### config.mk
export PLATFORM = sky130hd
export DESIGN_NAME = point_pair_rigidity_check
export DESIGN_NICKNAME = d
export VERILOG_FILES = /design/src/rtl/pprc_pkg.sv /design/src/rtl/pprc_ctrl.sv /design/src/rtl/pprc_dpath.sv /design/src/rtl/point_pair_rigidity_check.sv
export SDC_FILE = /design/constraint.sdc
export NUM_CORES = 2
export LEC_CHECK = 0
export CAP_MARGIN = 20
export CORE_MARGIN = 5
export CORE_UTILIZATION = 55
export CTS_CLUSTER_SIZE = 16
export DETAILED_ROUTE_END_ITERATION = 8
export DONT_BUFFER_PORTS = 1
export GPL_ROUTABILITY_DRIVEN = 0
export HOLD_SLACK_MARGIN = 0.05
export PLACE_DENSITY = 0.7
export SLEW_MARGIN = 0
export SYNTH_ARGS = -nofsm -noshare
export SYNTH_HDL_FRONTEND = slang
export SYNTH_SLANG_ARGS = --single-unit
### constraint.sdc
create_clock -name i_clk -period 15.6 [get_ports i_clk]
set_input_delay 2.34 -clock i_clk [delete_from_list [all_inputs] [get_ports i_clk]]
set_output_delay 2.34 -clock i_clk [all_outputs]
set_load 0.05 [all_outputs]
### src/rtl/pprc_pkg.sv
// Package for the point-pair rigidity check: widths, reset values, state
// encoding and the command/status structs between controller and datapath.
// No dependencies.
`timescale 1ns / 1ps

package pprc_pkg;

    localparam int COORD_BITS_DEF = 24;
    localparam int AXES           = 3;
    localparam int DIST_BITS      = 26;
    localparam logic [DIST_BITS-1:0] DIST_MAX       = '1;
    localparam logic [DIST_BITS-1:0] MIN_DIST_RESET = 26'd1311;
    localparam int ROOT_BITS      = DIST_BITS + 1;
    localparam int RAD_BITS       = 2 * ROOT_BITS;
    localparam int REM_BITS       = ROOT_BITS + 3;
    localparam int PROD_BITS      = 2 * DIST_BITS;
    localparam int CNT_BITS       = 5;
    localparam int OUT_DATA_BITS  = ((DIST_BITS + 1 + 7) / 8) * 8;

    typedef enum logic [2:0] {
        ST_IDLE,
        ST_MUL,
        ST_ACC,
        ST_ROOT,
        ST_UPDATE,
        ST_REPORT
    } t_state;

    typedef struct packed {
        logic       load;
        logic       mul;
        logic       acc;
        logic       root_step;
        logic       update;
        logic       report;
        logic [1:0] axis;
    } t_cmd;

    typedef struct packed {
        logic last;
        logic out_free;
    } t_status;

endpackage

### src/rtl/pprc_ctrl.sv
// Controller for the point-pair rigidity check: sequences load, squaring,
// accumulation, the bit-serial square root, min/max update and report.
// Depends on pprc_pkg.
`timescale 1ns / 1ps

module pprc_ctrl
    import pprc_pkg::*;
(
    input  logic    i_clk,
    input  logic    i_rst_n,
    input  logic    i_s_tvalid,
    output logic    o_s_tready,
    input  t_status i_status,
    output t_cmd    o_cmd
);

    t_state               r_state, n_state;
    logic [CNT_BITS-1:0]  r_cnt, n_cnt;

    always_ff @(posedge i_clk) begin
        if (!i_rst_n) begin
            r_state <= ST_IDLE;
            r_cnt   <= '0;
        end else begin
            r_state <= n_state;
            r_cnt   <= n_cnt;
        end
    end

    always_comb begin
        n_state = r_state;
        n_cnt   = r_cnt;
        unique case (r_state)
            ST_IDLE: begin
                if (i_s_tvalid) begin
                    n_state = ST_MUL;
                    n_cnt   = '0;
                end
            end
            ST_MUL: n_state = ST_ACC;
            ST_ACC: begin
                if (r_cnt == CNT_BITS'(AXES - 1)) begin
                    n_state = ST_ROOT;
                    n_cnt   = '0;
                end else begin
                    n_state = ST_MUL;
                    n_cnt   = r_cnt + 1'b1;
                end
            end
            ST_ROOT: begin
                if (r_cnt == CNT_BITS'(ROOT_BITS - 1)) begin
                    n_state = ST_UPDATE;
                    n_cnt   = '0;
                end else begin
                    n_cnt = r_cnt + 1'b1;
                end
            end
            ST_UPDATE: n_state = i_status.last ? ST_REPORT : ST_IDLE;
            ST_REPORT: begin
                if (i_status.out_free) n_state = ST_IDLE;
            end
            default: n_state = ST_IDLE;
        endcase
    end

    always_comb begin
        o_cmd      = '0;
        o_s_tready = 1'b0;
        unique case (r_state)
            ST_IDLE: begin
                o_s_tready = 1'b1;
                o_cmd.load = i_s_tvalid;
            end
            ST_MUL: begin
                o_cmd.mul  = 1'b1;
                o_cmd.axis = r_cnt[1:0];
            end
            ST_ACC:    o_cmd.acc       = 1'b1;
            ST_ROOT:   o_cmd.root_step = 1'b1;
            ST_UPDATE: o_cmd.update    = 1'b1;
            ST_REPORT: o_cmd.report    = i_status.out_free;
            default:   o_cmd           = '0;
        endcase
    end

    a_root_count: assert property (@(posedge i_clk) disable iff (!i_rst_n)
        r_state == ST_ROOT |-> r_cnt < CNT_BITS'(ROOT_BITS))
        else $error("root step count out of range");
    a_load_starts: assert property (@(posedge i_clk) disable iff (!i_rst_n)
        o_cmd.load |=> r_state == ST_MUL && r_cnt == '0)
        else $error("accepted item did not start squaring");
    a_axis_range: assert property (@(posedge i_clk) disable iff (!i_rst_n)
        r_state == ST_ACC || r_state == ST_MUL |-> r_cnt < CNT_BITS'(AXES))
        else $error("axis index out of range");

endmodule

### src/rtl/pprc_dpath.sv
// Datapath for the point-pair rigidity check: coordinate differences,
// shared squarer, accumulator, bit-serial square root, min/max, result register.
// Depends on pprc_pkg.
`timescale 1ns / 1ps

module pprc_dpath
    import pprc_pkg::*;
#(
    parameter int COORD_BITS = COORD_BITS_DEF
) (
    input  logic                        i_clk,
    input  logic                        i_rst_n,
    input  t_cmd                        i_cmd,
    output t_status                     o_status,
    input  logic [6*COORD_BITS-1:0]     i_coord,
    input  logic                        i_last,
    input  logic                        i_cfg_valid,
    input  logic [DIST_BITS-1:0]        i_cfg_data,
    input  logic                        i_m_tready,
    output logic                        o_m_tvalid,
    output logic [OUT_DATA_BITS-1:0]    o_m_tdata
);

    localparam int AW    = COORD_BITS + 1;
    localparam int EW    = (AW > DIST_BITS) ? AW : DIST_BITS;
    localparam int OUT_PAD = OUT_DATA_BITS - DIST_BITS - 1;

    logic [DIST_BITS-1:0]  r_diff [AXES];
    logic                  r_sat;
    logic                  r_last;
    logic [PROD_BITS-1:0]  r_prod;
    logic [RAD_BITS-1:0]   r_acc;
    logic [REM_BITS-1:0]   r_rem;
    logic [ROOT_BITS-1:0]  r_root;
    logic [DIST_BITS-1:0]  r_least;
    logic [DIST_BITS-1:0]  r_greatest;
    logic [DIST_BITS-1:0]  r_thresh;
    logic [DIST_BITS-1:0]  r_spread;
    logic                  r_rigid;
    logic                  r_m_valid;

    logic [EW-1:0]         abs_ext [AXES];
    logic                  n_sat;
    logic [DIST_BITS-1:0]  mul_op;
    logic [REM_BITS-1:0]   rem_sh;
    logic [REM_BITS-1:0]   trial;
    logic [DIST_BITS-1:0]  pair_dist;
    logic [DIST_BITS-1:0]  spread;
    logic                  out_free;

    always_comb begin
        logic signed [AW-1:0] ca, cb, df;
        logic [AW-1:0]        mag;
        n_sat = 1'b0;
        for (int k = 0; k < AXES; k++) begin
            ca = AW'($signed(i_coord[k*COORD_BITS +: COORD_BITS]));
            cb = AW'($signed(i_coord[(k+AXES)*COORD_BITS +: COORD_BITS]));
            df = ca - cb;
            mag = df[AW-1] ? AW'(-df) : AW'(df);
            abs_ext[k] = EW'(mag);
            if (abs_ext[k] >= EW'(DIST_MAX)) n_sat = 1'b1;
        end
    end

    always_comb begin
        case (i_cmd.axis)
            2'd0:    mul_op = r_diff[0];
            2'd1:    mul_op = r_diff[1];
            2'd2:    mul_op = r_diff[2];
            default: mul_op = '0;
        endcase
    end

    assign rem_sh    = {r_rem[REM_BITS-3:0], r_acc[RAD_BITS-1 -: 2]};
    assign trial     = REM_BITS'({r_root, 2'b01});
    assign pair_dist = (r_sat || r_root[ROOT_BITS-1]) ? DIST_MAX : r_root[DIST_BITS-1:0];
    assign spread    = r_greatest - r_least;
    assign out_free  = !r_m_valid || i_m_tready;

    always_ff @(posedge i_clk) begin
        if (i_cmd.load) begin
            for (int k = 0; k < AXES; k++) r_diff[k] <= abs_ext[k][DIST_BITS-1:0];
            r_sat  <= n_sat;
            r_last <= i_last;
            r_acc  <= '0;
            r_rem  <= '0;
            r_root <= '0;
        end else if (i_cmd.mul) begin
            r_prod <= mul_op * mul_op;
        end else if (i_cmd.acc) begin
            r_acc <= r_acc + RAD_BITS'(r_prod);
        end else if (i_cmd.root_step) begin
            r_acc <= {r_acc[RAD_BITS-3:0], 2'b00};
            if (rem_sh >= trial) begin
                r_rem  <= rem_sh - trial;
                r_root <= {r_root[ROOT_BITS-2:0], 1'b1};
            end else begin
                r_rem  <= rem_sh;
                r_root <= {r_root[ROOT_BITS-2:0], 1'b0};
            end
        end
        if (i_cmd.report) begin
            r_spread <= spread;
            r_rigid  <= (spread <= r_thresh);
        end
    end

    always_ff @(posedge i_clk) begin
        if (!i_rst_n) begin
            r_least    <= DIST_MAX;
            r_greatest <= '0;
            r_thresh   <= MIN_DIST_RESET;
            r_m_valid  <= 1'b0;
        end else begin
            if (i_cfg_valid) r_thresh <= i_cfg_data;
            if (i_cmd.update) begin
                if (pair_dist < r_least)    r_least    <= pair_dist;
                if (pair_dist > r_greatest) r_greatest <= pair_dist;
            end else if (i_cmd.report) begin
                r_least    <= DIST_MAX;
                r_greatest <= '0;
            end
            if (i_cmd.report)    r_m_valid <= 1'b1;
            else if (i_m_tready) r_m_valid <= 1'b0;
        end
    end

    assign o_status.last     = r_last;
    assign o_status.out_free = out_free;
    assign o_m_tvalid        = r_m_valid;
    assign o_m_tdata         = {{OUT_PAD{1'b0}}, r_spread, r_rigid};

    a_clear_after_report: assert property (@(posedge i_clk) disable iff (!i_rst_n)
        i_cmd.report |=> r_least == DIST_MAX && r_greatest == '0)
        else $error("run state not cleared after report");
    a_order_after_update: assert property (@(posedge i_clk) disable iff (!i_rst_n)
        i_cmd.update |=> r_least <= r_greatest)
        else $error("least distance above greatest after update");
    a_report_valid: assert property (@(posedge i_clk) disable iff (!i_rst_n)
        i_cmd.report |=> r_m_valid && r_spread == $past(spread))
        else $error("report did not load the result register");

endmodule

### src/rtl/point_pair_rigidity_check.sv
// Top level of the point-pair rigidity check: joins controller and datapath.
// Depends on pprc_pkg, pprc_ctrl, pprc_dpath.
//
//   channel  dir  handshake              payload
//   s        in   i_s_tvalid/o_s_tready  i_s_tdata ax..bz, i_s_tlast last
//   m        out  o_m_tvalid/i_m_tready  o_m_tdata rigid, spread
//   cfg      in   i_cfg_valid/o_cfg_ready i_cfg_data min_distance
//
// An item runs from acceptance to the next accept through load, the shared
// squarer and accumulator once per axis (three axes), the square root at one
// bit per cycle and the min/max update. An item with tlast adds a report
// step, held while the result register is still full. Reset clears control,
// sets the threshold to 1311 and the run to empty; no clearing pass. A result
// still waiting in the result register holds the report, and with it the input.
`timescale 1ns / 1ps

module point_pair_rigidity_check
    import pprc_pkg::*;
#(
    parameter int COORD_BITS = COORD_BITS_DEF
) (
    input  logic                                 i_clk,
    input  logic                                 i_rst_n,
    input  logic                                 i_s_tvalid,
    output logic                                 o_s_tready,
    // ax, ay, az, bx, by_coord, bz from bit 0 up, zero padding on top
    input  logic [((6*COORD_BITS+7)/8)*8-1:0]    i_s_tdata,
    input  logic                                 i_s_tlast,
    output logic                                 o_m_tvalid,
    input  logic                                 i_m_tready,
    // rigid, spread from bit 0 up, zero padding on top
    output logic [OUT_DATA_BITS-1:0]             o_m_tdata,
    input  logic                                 i_cfg_valid,
    output logic                                 o_cfg_ready,
    input  logic [DIST_BITS-1:0]                 i_cfg_data
);

    t_cmd    cmd;
    t_status status;

    assign o_cfg_ready = 1'b1;

    pprc_ctrl u_ctrl (
        .i_clk      (i_clk),
        .i_rst_n    (i_rst_n),
        .i_s_tvalid (i_s_tvalid),
        .o_s_tready (o_s_tready),
        .i_status   (status),
        .o_cmd      (cmd)
    );

    pprc_dpath #(
        .COORD_BITS (COORD_BITS)
    ) u_dpath (
        .i_clk       (i_clk),
        .i_rst_n     (i_rst_n),
        .i_cmd       (cmd),
        .o_status    (status),
        .i_coord     (i_s_tdata[6*COORD_BITS-1:0]),
        .i_last      (i_s_tlast),
        .i_cfg_valid (i_cfg_valid),
        .i_cfg_data  (i_cfg_data),
        .i_m_tready  (i_m_tready),
        .o_m_tvalid  (o_m_tvalid),
        .o_m_tdata   (o_m_tdata)
    );

endmodule

* After elaboration in Yosys (flattened, before gate mapping)
Memories as Yosys holds them, arrays and structs flattened. Cells that the tools add are included.
Storage, ports and cells: register bits 277, RAM bits 75, memories 1
Memories:
- u_dpath.r_diff | words 3, width 25, rd ports 3, clocked after Yosys merged registers in 0, write ports 3, RTL line pprc_dpath.sv:28 | logic [DIST_BITS-1:0] r_diff [AXES];
Cells by class: add/subtract/negate cells 10, multipliers 1, magnitude comparators 7, eq/ne operators 14, muxes and demuxes 38, bitwise gates (word level) 3, reductions and logical operators 17
Operator list (count):
- $mux W26 | 7
- $mux W54 | 2
- $ge A25 B26 Y1 const B | 3
- $pmux W26 S3 | 1
- $mux W25 | 3
- $neg A25 Y25 | 3
- $sub A24 B24 Y25 | 3
- $add A54 B52 Y54 | 1
- $mul A26 B26 Y52 | 1
- $ge A30 B29 Y1 | 1
- $mux W28 | 1
- $sub A28 B28 Y28 | 1
- $gt A26 B26 Y1 | 1
- $le A26 B26 Y1 | 1
- $lt A26 B26 Y1 | 1
- $sub A26 B26 Y26 | 1
- $pmux W3 S6 | 1
- $mux W5 | 3
- $pmux W5 S3 | 1
- $mux W1 | 13
- $mux W3 | 4
- $reduce_and A2 Y1 | 5
- $ne A2 B1 Y1 const B | 4
- $eq A3 B2 Y1 const B | 2
- 18 further kinds | 26

* Logic depth before layout (Yosys ltp)
word-level depth 5, depth in mapped cells 37, mapped depth without buffers 34

* Cells and area by module
Synthesis repeated with hierarchy kept, for this count alone.
Second synthesis, totals: cell total of the unflattened synthesis 5180, area total of the unflattened synthesis 44550.2 sq um
Modules (own cells, without submodules):
- pprc_dpath | instances 1, cells an instance 5109, area an instance 43968.4 sq um, seq. area each 8388.0 sq um
- pprc_ctrl | instances 1, cells an instance 69, area an instance 570.5 sq um, seq. area each 160.2 sq um
- point_pair_rigidity_check | instances 1, cells an instance 2, area an instance 11.3 sq um, seq. area each 0.0 sq um

* Worst setup path before layout
No wires, ideal clock.
kind register to register, start register u_ctrl.r_state[0], end register u_dpath.r_prod[51] (data pin), setup time 0.262 ns, arrival time 9.479 ns, data required time 15.338 ns, slack 5.860 ns, cell stages (with the launch flop) 36, clock period less this slack 9.740 ns, cells stage by stage dfxtp_1 > clkbuf_1 > nand2b_1 > or2_2 > clkinv_1 > clkbuf_1 > nand3_1 > a21oi_1 > a221oi_1 > inv_1 > clkbuf_1 > nand2_1 > fa_1 > inv_1 > fa_1 > inv_1 > fa_1 > fa_1 > inv_1 > fa_1 > fa_1 > inv_1 > fa_1 > inv_1 > ha_1 > a21o_1 > a21o_1 > a21oi_1 > o221ai_1 > a21oi_2 > a31oi_1 > nand4_1 > o211ai_1 > o31a_1 > a211oi_1 > xnor2_1
On the way: longest elaborated chain between the ends 5, elaborated cells on any way between the ends 7, classes of those cells mul (1); eq/ne (3); mux (2); reduce/logical (1)
Ends and longest elaborated chain:
- from (decl) | RTL line pprc_ctrl.sv:17 | t_state r_state, n_state;
- from (signal assigned) | RTL line pprc_ctrl.sv:25 | r_state <= n_state;
- $eq A3 B1 Y1 (*) | RTL line pprc_ctrl.sv:69 | unique case (r_state)
- $mux W2 (*) | RTL line pprc_ctrl.sv:69
- $eq A2 B2 Y1, or another cell as far along | RTL line pprc_dpath.sv:66 | case (i_cmd.axis)
- $pmux W26 S3 (*) | RTL line pprc_dpath.sv:66
- $mul A26 B26 Y52 (*) | RTL line pprc_dpath.sv:89 | r_prod <= mul_op * mul_op;
- to (signal assigned) | RTL line pprc_dpath.sv:89
- to (decl) | RTL line pprc_dpath.sv:31 | logic [PROD_BITS-1:0] r_prod;
Mark *: on every way between the ends. The rest lies on a longest branch, timed or not. A chain may end at the register's enable or synchronous reset.

* Worst setup path after layout
Same ends and word-level chain as after synthesis.

==> flow_summary.yaml <==
synthesis:
  synth_top_cell_area_share_pct: 22.0
  yosys.area.top_type: "fa_1"
  synth_compound_area_share_pct: 15.2
  synth.area.top_cells: "fa_1 (22%), ha_1 (13%), edfxtp_1 (11%)"
  synthArstFlopShare_pct: 0
  synth-edff-count: 154
  synth-xor-area-share_pct: 5.40
  synth_cell_types: 97
  synth_top_family_by_area: "adder cells"
  syn_area_mm2: 0.0436
  synth_area_per_cell_um2: 8.66
  synth_top_flop_cell: "dfxtp_1"
  syn_inst: 5040
  ys_seq_elements: 350
  synth_fa_ha_area_share_pct: 35.4
  yosysSeqAreaShare_pct: 19.6
  synthMuxAreaShare_pct: 1.59
  synth_warnings: 0
  synth_simple_gate_area_share_pct: 12.6
setup_path:
  crit_type: "register to register"
  crit_top_cell: "fa_1"
  rr_endpoint: "u_dpath.r_prod[51]"
  crit_arrival_ns: 11.31
  critPathCaptureType: "register"
  critPathMaxStageDelay_ns: 0.92
  crit_path_max_fanout: 71
  r2r_slack_ns: 4.62
  timing.rr.start: "u_ctrl.r_state[0]"
  cp.required_ns: 15.93
  cp_slowest_cell: "clkinv_1"
  startpoint_type: "register"
  rr_worst_depth: 33
detailed_routing:
  drt_iter0_markers: 2422
  wl_per_cell_um: 18.0
  ant_nets: 0
  num_vias: 34108
  first_pass_iters: 6
  wirelength_um: 109000
  vias_per_cell: 5.64
  drc_errors: 0
clock_network:
  cts_resized: 0
  cts_tree: "done"
  hold_buffers: 0
  cts-buffers-inserted: 42
  root_buffer: "clkbuf_16"
  clk_pin_slew_ns: 0.06
  htree_levels: 2
  cts.path.max_buffers: 3
  post_cts_buffers: 0
  cts_num_sinks: 350
  clk_latency_ns: 0.60
timing:
  clock_skew_ns: 0.0446
  setup_violations: 0
  hold_viol: 0
  drv_slew: 0
  tns_ns: 0
  relSlewSlack_pct: 26.0
  max_freq_ghz: 0.0911
  fin_crit_sh_pct: 70.4
  rsz0062_at_grt: "false"
  worst_pin_slew_ns: 1.11
  period_needed_ns: 10.98
floorplanning:
  core_mm2: 0.0789
  dieArea_mm2: 0.0850
  die_h_um: 292
  start_util_pct: 55.3
  io_pins: 211
  fp.dieW_um: 292
  rows: 103
layout:
  nets: 6084
  n_antenna_cell: 0
  fin_area_mm2: 0.0461
  stdcell_count: 6046
  drive_gt1_share_pct: 3.44
  fill_cells: 7022
  multi_input_area_mm2: 0.0308
  regArea_mm2: 0.00855
  finish.utilization_pct: 58.5
  syn_to_final_growth_pct: 5.70
grt:
  grt-ovfl-total: 0
  grt_usage_pct: 25.4
  grt_pass1_wl_um: 179000
  grt_start_max_net_pins: 85
  antenna_found_initial: 1
  grt_pass1_vias: 34708
hold_path:
  hold_path_end: "u_dpath.r_acc[17]"
  whs_path_depth: 2
  worstHoldPathType: "register to register"
  hold_path.startpoint: "u_dpath.r_acc[17]"
run_status:
  status: "finished clean"
placed_design:
  hpwl_um: 87400
  place_area_mm2: 0.0447
  dp.cells: 5967
  port_buffers: 0
job:
  maxCapViolCount: 0
==> metal layers <==
layer	vias to the layer above	routed length, um	track usage, %
met3	208	7590	4.67
met1	16396	46500	33.9
met5	-	0	0
li1	16388	-	-
met4	0	3690	7.62
met2	1116	50900	42.5
==> synth_stat cells, types with 18 or more instances <==
cell	count
a211oi_1	31
a21o_1	117
a21oi_1	327
a221o_1	18
a22oi_1	24
a2bb2oi_1	27
a31oi_1	38
and3_1	27
clkbuf_1	124
dfxtp_1	196
edfxtp_1	154
fa_1	479
ha_1	467
inv_1	989
mux2i_1	66
nand2_1	360
nand2b_1	61
nand3_1	96
nand4_1	36
nor2_1	447
nor2b_1	42
nor3_1	47
o211ai_1	26
o21a_1	39
o21ai_0	213
o21bai_1	31
xnor2_1	174
xor2_1	95
==> layout by cell type, fill, tap and decap left out, types with 96 or more instances in the layout <==
cell / n
nand3_1: 96
dfxtp_1: 195
nand2_1: 360
ha_1: 467
xnor2_1: 174
nor2_1: 446
a21oi_1: 327
edfxtp_1: 154
inv_1: 988
a21o_1: 117
fa_1: 479
o21ai_0: 213
==> worst max-delay path by stage <==
| stage | from | endpoint | slack (ns) | cells after the start |
|---|---|---|---|---|
| CTS | u_ctrl.r_state[0] | u_dpath.r_prod[50] | 4.81 | 35 |
| floorplan | u_ctrl.r_state[0] | u_dpath.r_prod[51] | 5.86 | 35 |
| detailed placement | u_ctrl.r_state[0] | u_dpath.r_prod[50] | 4.85 | 35 |
| global placement | u_ctrl.r_state[0] | u_dpath.r_prod[51] | 4.96 | 32 |
| global route | u_ctrl.r_state[0] | u_dpath.r_prod[51] | 4.13 | 33 |
| finish | u_ctrl.r_state[0] | u_dpath.r_prod[51] | 4.62 | 33 |
==> layout make-up <==
type	count	area share [%]
Timing Repair Buffer	36	0.613
Tap cell	1050	2.85
Clock inverter	17	0.597
Clock buffer	61	2.52
Multi-Input combinational cell	3531	66.7
Inverter	1001	8.15
Sequential cell	350	18.5
==> worst max-delay path, delay by kind of cell (launching register included) <==
family	cells	cell delay (ns)
adders and majority gates	8	3.95
AOI/OAI and AO/OA	11	2.82
buffers and inverters	8	1.91
and+or+nand+nor	5	1.60
DFF	1	0.31
xor gates and xnor gates	1	0.10
==> cells by family after synthesis <==
kind of cell / after synthesis
muxes: 69
buffers and inverters: 1163
and+or+nand+nor: 1213
AOI/OAI and AO/OA: 1028
xor gates and xnor gates: 269
adders and majority gates: 946
DFF: 350
other: 2
==> flip-flops by register name, summed over array words and instances (netlist names), 26 cells and up <==
register and count:
u_dpath.r_diff 75, u_dpath.r_acc 54, u_dpath.r_prod 51, u_dpath.r_rem 28, u_dpath.r_root 27, u_dpath.r_greatest 26, u_dpath.r_least 26, u_dpath.r_spread 26
u_dpath.r_thresh 26
==> per-stage QoR <==
step / setup WS (ns) / hold slack [ns]
4_1_cts: 4.81 / 0.481
3_5_place_dp: 4.85 / 0.480
5_1_grt: 4.13 / 0.497
6_report: 4.62 / 0.484
2_1_floorplan: 5.86 / 0.446
3_3_place_gp: 4.96 / 0.472
Power is left out: the tool's default activity adds up to more than one toggle a clock period on the data nets, which glitch-free logic cannot reach.
